## src/rtl/ubr_pkg.sv

```systemverilog
// Package for the unstuffing bit reader: sizes, status codes, payload and command types.
// No dependencies.
package ubr_pkg;

    localparam int STORE_BITS = 32;
    localparam int MAX_TAKE   = 16;
    localparam int HELD_W     = $clog2(STORE_BITS + 1);
    localparam int TAKE_W     = 16;
    localparam int COUNT_W    = 5;
    localparam int QDEPTH     = 2;
    localparam int QPTR_W     = $clog2(QDEPTH);
    localparam int QCNT_W     = $clog2(QDEPTH + 1);

    localparam logic [7:0] FF_BYTE    = 8'hFF;
    localparam logic [7:0] STUFF_ZERO = 8'h00;

    localparam logic       ACT_PUSH = 1'b0;
    localparam logic       ACT_TAKE = 1'b1;

    localparam logic [1:0] ST_OK     = 2'd0;
    localparam logic [1:0] ST_FEW    = 2'd1;
    localparam logic [1:0] ST_MARKER = 2'd2;
    localparam logic [1:0] ST_FULL   = 2'd3;

    typedef struct packed {
        logic               action;
        logic [7:0]         byte_value;
        logic [COUNT_W-1:0] bit_count;
    } t_in;

    typedef struct packed {
        logic [TAKE_W-1:0] taken_bits;
        logic [1:0]        status;
        logic [HELD_W-1:0] buffered_bits;
    } t_out;

    // decoded request as it travels from front to back
    typedef struct packed {
        logic               is_take;
        logic [7:0]         data;
        logic               is_ff;
        logic               is_zero;
        logic [COUNT_W-1:0] want;
    } t_cmd;

endpackage

```

## src/rtl/ubr_front.sv

```systemverilog
// Front end: decodes an incoming request into a command for the back end.
// Depends on ubr_pkg.
module ubr_front (
    input  ubr_pkg::t_in  i_req,
    output ubr_pkg::t_cmd o_cmd
);

    logic w_over;

    assign w_over = (i_req.bit_count > ubr_pkg::COUNT_W'(ubr_pkg::MAX_TAKE));

    always_comb begin
        o_cmd.is_take = (i_req.action == ubr_pkg::ACT_TAKE);
        o_cmd.data    = i_req.byte_value;
        o_cmd.is_ff   = (i_req.byte_value == ubr_pkg::FF_BYTE);
        o_cmd.is_zero = (i_req.byte_value == ubr_pkg::STUFF_ZERO);
        o_cmd.want    = w_over ? ubr_pkg::COUNT_W'(ubr_pkg::MAX_TAKE) : i_req.bit_count;
    end

endmodule

```

## src/rtl/ubr_queue.sv

```systemverilog
// Short command queue between front and back end.
// Depends on ubr_pkg.
module ubr_queue (
    input  logic          i_clk,
    input  logic          i_rst_n,
    input  logic          i_push,
    input  ubr_pkg::t_cmd i_cmd,
    output logic          o_full,
    input  logic          i_pop,
    output logic          o_valid,
    output ubr_pkg::t_cmd o_cmd
);

    ubr_pkg::t_cmd                  r_mem [ubr_pkg::QDEPTH];
    logic [ubr_pkg::QPTR_W-1:0]     r_wr_ptr, n_wr_ptr;
    logic [ubr_pkg::QPTR_W-1:0]     r_rd_ptr, n_rd_ptr;
    logic [ubr_pkg::QCNT_W-1:0]     r_count,  n_count;

    assign o_full  = (r_count == ubr_pkg::QCNT_W'(ubr_pkg::QDEPTH));
    assign o_valid = (r_count != '0);
    assign o_cmd   = r_mem[r_rd_ptr];

    always_comb begin
        n_wr_ptr = r_wr_ptr;
        n_rd_ptr = r_rd_ptr;
        n_count  = r_count;
        if (i_push) begin
            n_wr_ptr = (r_wr_ptr == ubr_pkg::QPTR_W'(ubr_pkg::QDEPTH - 1)) ? '0 : r_wr_ptr + 1'b1;
        end
        if (i_pop) begin
            n_rd_ptr = (r_rd_ptr == ubr_pkg::QPTR_W'(ubr_pkg::QDEPTH - 1)) ? '0 : r_rd_ptr + 1'b1;
        end
        if (i_push && !i_pop) begin
            n_count = r_count + 1'b1;
        end else if (i_pop && !i_push) begin
            n_count = r_count - 1'b1;
        end
    end

    always_ff @(posedge i_clk) begin
        if (!i_rst_n) begin
            r_wr_ptr <= '0;
            r_rd_ptr <= '0;
            r_count  <= '0;
        end else begin
            r_wr_ptr <= n_wr_ptr;
            r_rd_ptr <= n_rd_ptr;
            r_count  <= n_count;
        end
    end

    always_ff @(posedge i_clk) begin
        if (i_push) begin
            r_mem[r_wr_ptr] <= i_cmd;
        end
    end

    a_no_overflow: assert property (@(posedge i_clk) disable iff (!i_rst_n)
        i_push |-> (!o_full || i_pop))
        else $error("queue written while full");

    a_no_underflow: assert property (@(posedge i_clk) disable iff (!i_rst_n)
        i_pop |-> o_valid)
        else $error("queue read while empty");

endmodule

```

## src/rtl/ubr_back.sv

```systemverilog
// Back end: unstuffing state, bit buffer and the result register.
// Depends on ubr_pkg.
module ubr_back (
    input  logic          i_clk,
    input  logic          i_rst_n,
    input  logic          i_cmd_valid,
    input  ubr_pkg::t_cmd i_cmd,
    output logic          o_pop,
    output logic          o_out_valid,
    input  logic          i_out_ready,
    output ubr_pkg::t_out o_out
);

    localparam int SW = ubr_pkg::STORE_BITS;
    localparam int HW = ubr_pkg::HELD_W;
    localparam int TW = ubr_pkg::TAKE_W;

    logic [SW-1:0]   r_store,   n_store;
    logic [HW-1:0]   r_held,    n_held;
    logic            r_pending, n_pending;
    logic            r_marker,  n_marker;
    logic            r_out_valid;
    ubr_pkg::t_out   r_out,     n_out;

    logic            w_fits;
    logic [7:0]      w_byte;
    logic            w_append;
    logic [HW-1:0]   w_want;
    logic [HW-1:0]   w_rest;
    logic [SW-1:0]   w_shifted;
    logic [TW-1:0]   w_tmask;

    // next request may enter when the result register is empty or draining
    assign o_pop = i_cmd_valid && (!r_out_valid || i_out_ready);

    assign w_fits    = ({1'b0, r_held} + (HW + 1)'(8)) <= (HW + 1)'(SW);
    assign w_byte    = r_pending ? ubr_pkg::FF_BYTE : i_cmd.data;
    assign w_want    = HW'(i_cmd.want);
    assign w_rest    = r_held - w_want;
    assign w_shifted = r_store >> w_rest;
    assign w_tmask   = ~({TW{1'b1}} << i_cmd.want);

    always_comb begin
        n_store   = r_store;
        n_held    = r_held;
        n_pending = r_pending;
        n_marker  = r_marker;
        w_append  = 1'b0;
        n_out.taken_bits = '0;
        n_out.status     = ubr_pkg::ST_OK;

        if (!i_cmd.is_take) begin
            if (r_marker) begin
                n_out.status = ubr_pkg::ST_MARKER;
            end else if (r_pending) begin
                n_pending = 1'b0;
                if (i_cmd.is_zero) begin
                    w_append = 1'b1;
                end else begin
                    n_marker     = 1'b1;
                    n_out.status = ubr_pkg::ST_MARKER;
                end
            end else if (i_cmd.is_ff) begin
                n_pending = 1'b1;
            end else begin
                w_append = 1'b1;
            end
            if (w_append) begin
                if (w_fits) begin
                    n_store = {r_store[SW-9:0], w_byte};
                    n_held  = r_held + HW'(8);
                end else begin
                    n_out.status = ubr_pkg::ST_FULL;
                end
            end
        end else if (i_cmd.want != '0) begin
            if (r_held >= w_want) begin
                n_out.taken_bits = w_shifted[TW-1:0] & w_tmask;
                n_held  = w_rest;
                n_store = r_store & ~({SW{1'b1}} << w_rest);
            end else begin
                n_out.status = r_marker ? ubr_pkg::ST_MARKER : ubr_pkg::ST_FEW;
            end
        end
        n_out.buffered_bits = n_held;
    end

    always_ff @(posedge i_clk) begin
        if (!i_rst_n) begin
            r_store     <= '0;
            r_held      <= '0;
            r_pending   <= 1'b0;
            r_marker    <= 1'b0;
            r_out_valid <= 1'b0;
        end else begin
            if (o_pop) begin
                r_store   <= n_store;
                r_held    <= n_held;
                r_pending <= n_pending;
                r_marker  <= n_marker;
            end
            if (o_pop) begin
                r_out_valid <= 1'b1;
            end else if (i_out_ready) begin
                r_out_valid <= 1'b0;
            end
        end
    end

    always_ff @(posedge i_clk) begin
        if (o_pop) begin
            r_out <= n_out;
        end
    end

    assign o_out_valid = r_out_valid;
    assign o_out       = r_out;

    a_held_range: assert property (@(posedge i_clk) disable iff (!i_rst_n)
        r_held <= HW'(SW))
        else $error("bit count above buffer size");

    a_marker_sticky: assert property (@(posedge i_clk) disable iff (!i_rst_n)
        r_marker |=> r_marker)
        else $error("marker flag dropped");

    a_pending_vs_marker: assert property (@(posedge i_clk) disable iff (!i_rst_n)
        !(r_pending && r_marker))
        else $error("pending 0xFF after marker");

    a_result_count: assert property (@(posedge i_clk) disable iff (!i_rst_n)
        o_pop |=> (r_out.buffered_bits == r_held))
        else $error("reported bit count differs from buffer");

endmodule

```

## src/rtl/unstuffing_bit_reader.sv

```systemverilog
// Top level of the unstuffing bit reader: front decode, command queue, back end.
// Depends on ubr_pkg, ubr_front, ubr_queue, ubr_back.
//
//  channel | direction | handshake                 | payload
//  --------+-----------+---------------------------+-----------------------------
//  in      | input     | i_in_valid / o_in_ready   | i_in  (action, byte, count)
//  out     | output    | o_out_valid / i_out_ready | o_out (bits, status, count)
//
// One request per cycle sustained while the output is not stalled; each request updates
// the bit buffer in the back end, which is the only loop (state of one request feeds the next).
// An accepted request is written into the queue, then the back end registers its result.
// Reset is synchronous and empties the buffer, the queue and the result register.
// A stalled output holds its result; the two-entry queue keeps accepting until full.
module unstuffing_bit_reader (
    input  logic          i_clk,
    input  logic          i_rst_n,
    input  logic          i_in_valid,
    output logic          o_in_ready,
    input  ubr_pkg::t_in  i_in,
    output logic          o_out_valid,
    input  logic          i_out_ready,
    output ubr_pkg::t_out o_out
);

    ubr_pkg::t_cmd w_dec_cmd;
    ubr_pkg::t_cmd w_q_cmd;
    logic          w_q_full;
    logic          w_q_valid;
    logic          w_push;
    logic          w_pop;

    assign o_in_ready = !w_q_full;
    assign w_push     = i_in_valid && !w_q_full;

    ubr_front u_front (
        .i_req (i_in),
        .o_cmd (w_dec_cmd)
    );

    ubr_queue u_queue (
        .i_clk   (i_clk),
        .i_rst_n (i_rst_n),
        .i_push  (w_push),
        .i_cmd   (w_dec_cmd),
        .o_full  (w_q_full),
        .i_pop   (w_pop),
        .o_valid (w_q_valid),
        .o_cmd   (w_q_cmd)
    );

    ubr_back u_back (
        .i_clk       (i_clk),
        .i_rst_n     (i_rst_n),
        .i_cmd_valid (w_q_valid),
        .i_cmd       (w_q_cmd),
        .o_pop       (w_pop),
        .o_out_valid (o_out_valid),
        .i_out_ready (i_out_ready),
        .o_out       (o_out)
    );

endmodule

```

## config.mk

```make
export PLATFORM = sky130hd
export DESIGN_NAME = unstuffing_bit_reader
export DESIGN_NICKNAME = d
export VERILOG_FILES = /design/src/rtl/ubr_pkg.sv /design/src/rtl/ubr_front.sv /design/src/rtl/ubr_queue.sv /design/src/rtl/ubr_back.sv /design/src/rtl/unstuffing_bit_reader.sv
export SDC_FILE = /design/constraint.sdc
export NUM_CORES = 1
export LEC_CHECK = 0
export BUFFER_PORTS_ARGS = -buffer_cell sky130_fd_sc_hd__buf_2
export CAP_MARGIN = 20
export CORE_AREA = 2 2 162 164
export CTS_CLUSTER_SIZE = 40
export DETAILED_ROUTE_END_ITERATION = 8
export DIE_AREA = 0 0 164 166
export PLACE_DENSITY = 0.46
export SLEW_MARGIN = 0
export SYNTH_ARGS = -nofsm -noshare
export SYNTH_HDL_FRONTEND = slang
export SYNTH_HIERARCHICAL = 1
export SYNTH_SLANG_ARGS = --single-unit
```

## constraint.sdc

```tcl
create_clock -name i_clk -period 7 [get_ports i_clk]
set_input_delay 1.4 -clock i_clk [delete_from_list [all_inputs] [get_ports i_clk]]
set_output_delay 1.4 -clock i_clk [all_outputs]
set_load 0.02 [all_outputs]
```

* Word level (Yosys, flattened, before mapping) *
Memories as Yosys holds them, arrays and structs flattened. A register that Yosys moved wholly into a read port is not among the register bits.
Cells that the tools add are included.

cells by class
  add/sub/neg operators = 7
  order comparisons = 3
  equal/unequal tests = 4
  shift-type cells = 3
  muxes and demuxes = 41
  bitwise operators = 6
  reductions and logical operators = 20

operators by type and width
  cell                     count
  $mux W32                 5
  $and A32 B32 Y32         1
  $not A32 Y32             1
  $shl A32 B6 Y32 const A  1
  $shr A32 B6 Y16          1
  $mux W6                  5
  $mux W2                  11
  $mux W1                  18
  $and A16 B16 Y16         1
  $not A16 Y16             1
  $shl A16 B5 Y16 const A  1
  $reduce_bool A2 Y1       5
  $eq A8 B8 Y1 const B     1
  $logic_not A8 Y1         1
  $mux W8                  1
  $add A6 B4 Y7 const B    1
  $le A7 B6 Y1 const B     1
  $add A6 B4 Y6 const B    1
  $ge A6 B5 Y1             1
  $reduce_and A3 Y1        2
  $sub A6 B5 Y6            1
  $gt A5 B5 Y1 const B     1
  $mux W5                  1
  $reduce_and A5 Y1        1
  11 further kinds         20

word-level totals
  register bits = 69
  bits in writable memories = 32
  input bits = 18
  output and inout port bits = 26
  logic and storage cells = 96
  memories = 1

memory list
  name           words  bits a word  rd ports  clocked after memory_dff  write ports  line             text
  u_queue.r_mem  2      16           1         1                         1            ubr_queue.sv:14  ubr_pkg::t_cmd r_mem [ubr_pkg::QDEPTH];

* Logic depth before layout (Yosys ltp) *
  word-level depth = 7
  mapped depth = 14
  mapped depth without buffers = 10

* Hierarchy *
The synthesis kept the hierarchy.

modules (own cells, without submodules)
  module                 instances  cells each  area an instance (um^2)  seq. area each (um^2)
  ubr_back               1          528         4755.8                   1541.5
  ubr_queue              1          72          1375.1                   1061.0
  ubr_front              1          20          131.4                    0.0
  unstuffing_bit_reader  1          2           10.0                     0.0

* Worst setup path after synthesis *
Ideal clock, no wire load.

  path type = input port to flip-flop
  start = in i_out_ready
  end = reg u_back.r_store[31]
  setup time = 0.076 ns
  arrival = 3.567 ns
  data required time = 6.924 ns
  path slack = 3.357 ns
  stages on the path = 8
  buffers on the path = 1
  path through = nand2b_1 nand2_1 clkinv_1 nand4_1 o21a_1 buf_2 o21ai_0 a21boi_0

between the ends
  word-level cells in the longest chain between the ends = 3

RTL lines
  item                         line                         text
  from (decl)                  unstuffing_bit_reader.sv:21  input logic i_out_ready,
  $logic_or A1 B1 Y1           ubr_back.sv:34               assign o_pop = i_cmd_valid && (!r_out_valid || i_out_ready);
  $logic_and A1 B1 Y1          ubr_back.sv:34
  net w_pop                    unstuffing_bit_reader.sv:30  logic w_pop;
  $reduce_and A5 Y1 (no line)  -
  to (signal assigned)         ubr_back.sv:97               r_store <= n_store;
  to (decl)                    ubr_back.sv:18               logic [SW-1:0] r_store, n_store;

The timed path passes the listed nets, and every way through them passes these cells.
A chain may end at the register's enable or synchronous reset.

==> impl_metrics.toml <==
[timing]
clock_skew_ns = 0.01373
finalHoldViolCount = 0
timing.fmax_mhz = 228.1
finalCritPeriodShare_pct = 62.62
final_max_slew_viol_count = 0
tightest_slew_ns = 1.000
layout_min_cycle_time_ns = 4.384
hold_ws_ns = 0.4906
slew_headroom_pct = 33.31
rsz0062_at_grt = "false"
finalSetupViolCount = 0
tns_ns = 0

[logic_synthesis]
synth_nets = 648
synth_top_area_share_pct = 26.81
synth_mux_area_share_pct = 18.31
ys_async_sr_fraction_pct = 0
yosysMostFrequentCell = "nand2_1"
synth_compound_area_share_pct = 17.31
synthTopCellsByCount = "65 x nand2_1, 56 x edfxtp_1, 46 x dfxtp_1, 45 x mux2i_1, 40 x nor2_1"
yosys.area.top_type = "edfxtp_1"
synth.distinct_cells = 67
synth_cells = 622
synth-edff-count = 56
syn_area_um2 = 6272
synth-warning-count = 6
synth_fa_ha_area_share_pct = 1.716
yosys.area_share.simple_pct = 14.76
syn_avg_cell_area_um2 = 10.08
synth-seq-cells = 102
ys_seq_area_share_pct = 41.49
ys.flop_type = "edfxtp_1"
synthXorXnorAreaFrac_pct = 0.9575
synth_top_family_by_area = "multiplexers"
synth.top_cells.by_area = "edfxtp_1 27%, dfxtp_1 15%, mux2i_1 7.2%, mux4_2 6.8%, mux2_2 4.3%"

[clocking]
root_buffer = "clkbuf_16"
cts_setup_buffers = 0
cts.clk_slew.worst_paths_ns = 0.08
cts_resized = 0
numCtsBuffers = 9
clock_latency_ns = 0.36
cts_tree = "yes"
cts_hold_buf = 0
cts.sinks = 102
htree_levels = 3
cts_buffer_depth = 2

[critical_path]
path_class = "flip-flop to flip-flop"
worstPathArrival_ns = 4.57
cp_max_fo = 30
cp_slowest_cell = "dfxtp_1"
end_kind = "flip-flop"
crit_top_cell = "mux4_2"
worst_ep_required_time_ns = 7.19
cpPeakStageDelay_ns = 0.80
critical_path.cell_chain = "mux2_2 > ha_2 > inv_1 > fa_1 > buf_4 > clkinv_1 > mux4_2 > mux4_2 > a211oi_1"
startpoint_type = "flip-flop"

[detailed_routing]
num_vias = 4915
drc = 0
viasPerCell = 5.046
drt_iter0_markers = 395
wl_per_cell_um = 17.97
postRouteAntennaNets = 0
drt-total-wl_mm = 17.50
first_pass_iters = 4

[global_routing]
first_global_vias = 4754
grt_antenna_before_repair = 0
grt_first_pass_wirelength_mm = 27.94
grt-ovfl-total = 0
grt_max_degree = 53
grt_usage_pct = 13.21

[finish]
syn2layout_area_growth_pct = 11.69
design_area_um2 = 7005
finalNetCount = 660
diodes = 0
final_layout_size_suffix_gt1_share_pct = 19.56

[pwr]
powerDensity_nw_per_um2 = 483.3
vdd_drop_max_mv = 0.2575
p_leak_nw = 2.548

[hold_path]
min_path_type = "flip-flop to flip-flop"

[floorplan]
die_h_um = 166
pin_count = 44
start_util_pct = 24.49
fp.coreArea_um2 = 25620
die_area_um2 = 27220
die_w_um = 164
rows = 59

[run_status]
status = "complete, no violations"

[placed_design]
place_area_um2 = 6731
dpl.hpwl_mm = 12.45
routabilityCongestion = 0.8110
io_buffer_count = 43

[flow_run]
cap_violations = 0
-- layout make-up --
cell class	count	area, µm²
clock buffer	11	232.7
clock inverter	5	41.29
fill	2694	18610
inverter	21	78.83
multi-input combinational	447	3341
sequential	102	2603
tap	335	419.2
timing repair buffer	53	290.3
-- worst paths after layout --
| path | start | end | slack, ns | cells past startpoint |
|---|---|---|---|---|
| setup / recovery | flip-flop | u_back/o_out[9] | 2.62 | 9 |
| setup reg to reg | flip-flop | u_back/o_out[9] | 2.62 | 9 |
| hold reg to reg | u_queue/r_count[1] | u_queue/r_count[1] | 0.49 | 2 |
| hold / removal | u_queue/r_count[1] | u_queue/r_count[1] | 0.49 | 2 |
-- where the power goes --
part	leakage (nW)	total (mW)	internal (mW)	switching (mW)
combinational	1.51	2.04	0.708	1.33
clock	0.127	0.481	0.245	0.236
sequential	0.912	0.868	0.787	0.0811
total	2.55	3.39	1.74	1.65
-- metal layers --
layer / share of wire (%) / vias up / track usage, % / routed length, µm
met5: 0 / - / 0 / 0
met4: 1.8 / 0 / 3.471 / 313
met3: 5.5 / 20 / 3.022 / 968
met2: 43 / 147 / 19.27 / 7549
met1: 50 / 2386 / 19.52 / 8670
li1: - / 2362 / - / -
-- sequential cells by signal (all words and copies together), names as in the netlist, named ones only --
register / flops
u_back/r_store: 32
u_queue/r_mem: 32
u_back/o_out: 24
u_back/r_held: 6
u_queue/r_count: 2
u_back/o_out_valid: 1
u_back/r_marker: 1
u_back/r_pending: 1
u_queue/r_rd_ptr: 1
u_queue/r_wr_ptr: 1
-- critical path: cells and delay by family (launching register included) --
| family | cells | cell delay [ns] |
|---|---|---|
| AOI/OAI and AO/OA | 1 | 0.18 |
| DFF | 1 | 0.80 |
| buffers and inverters | 3 | 1.00 |
| muxes | 3 | 1.52 |
| adders and majority gates | 2 | 0.68 |
-- layout by cell type, fill, tap and decap left out, types with 13 or more instances in the layout --
| master | count |
|---|---|
| o21ai_0 | 31 |
| o22ai_1 | 17 |
| edfxtp_1 | 56 |
| buf_2 | 43 |
| nand3_1 | 15 |
| nor2b_1 | 15 |
| nor2_1 | 40 |
| mux2i_1 | 45 |
| nor3_1 | 13 |
| a211oi_1 | 13 |
| inv_1 | 19 |
| dfxtp_1 | 46 |
| a21oi_1 | 13 |
| mux2_2 | 24 |
| nand2_1 | 65 |
| mux4_2 | 19 |
-- through the flow --
step	total power [mW]	setup slack [ns]	instances	util [%]
after floorplan	2.385	3.357	622	-
after global placement	2.933	2.732	958	26.28
final	3.386	2.616	974	27.35
after global routing	3.615	2.291	974	27.35
after detailed placement	2.902	2.686	958	26.28
after CTS	3.395	2.643	974	27.35
-- logic make-up (layout without fill, tap and decap cells) --
group | count (synthesis) | after routing
multiplexers | 88 | 88
flip-flops | 102 | 102
AND/OR/NAND/NOR | 193 | 193
buffers and inverters | 73 | 90
AO/OA/AOI/OAI | 152 | 152
adder cells (fa/ha/maj) | 8 | 8
XOR/XNOR | 6 | 6
Note: power is estimated with default switching activity, not from simulation.
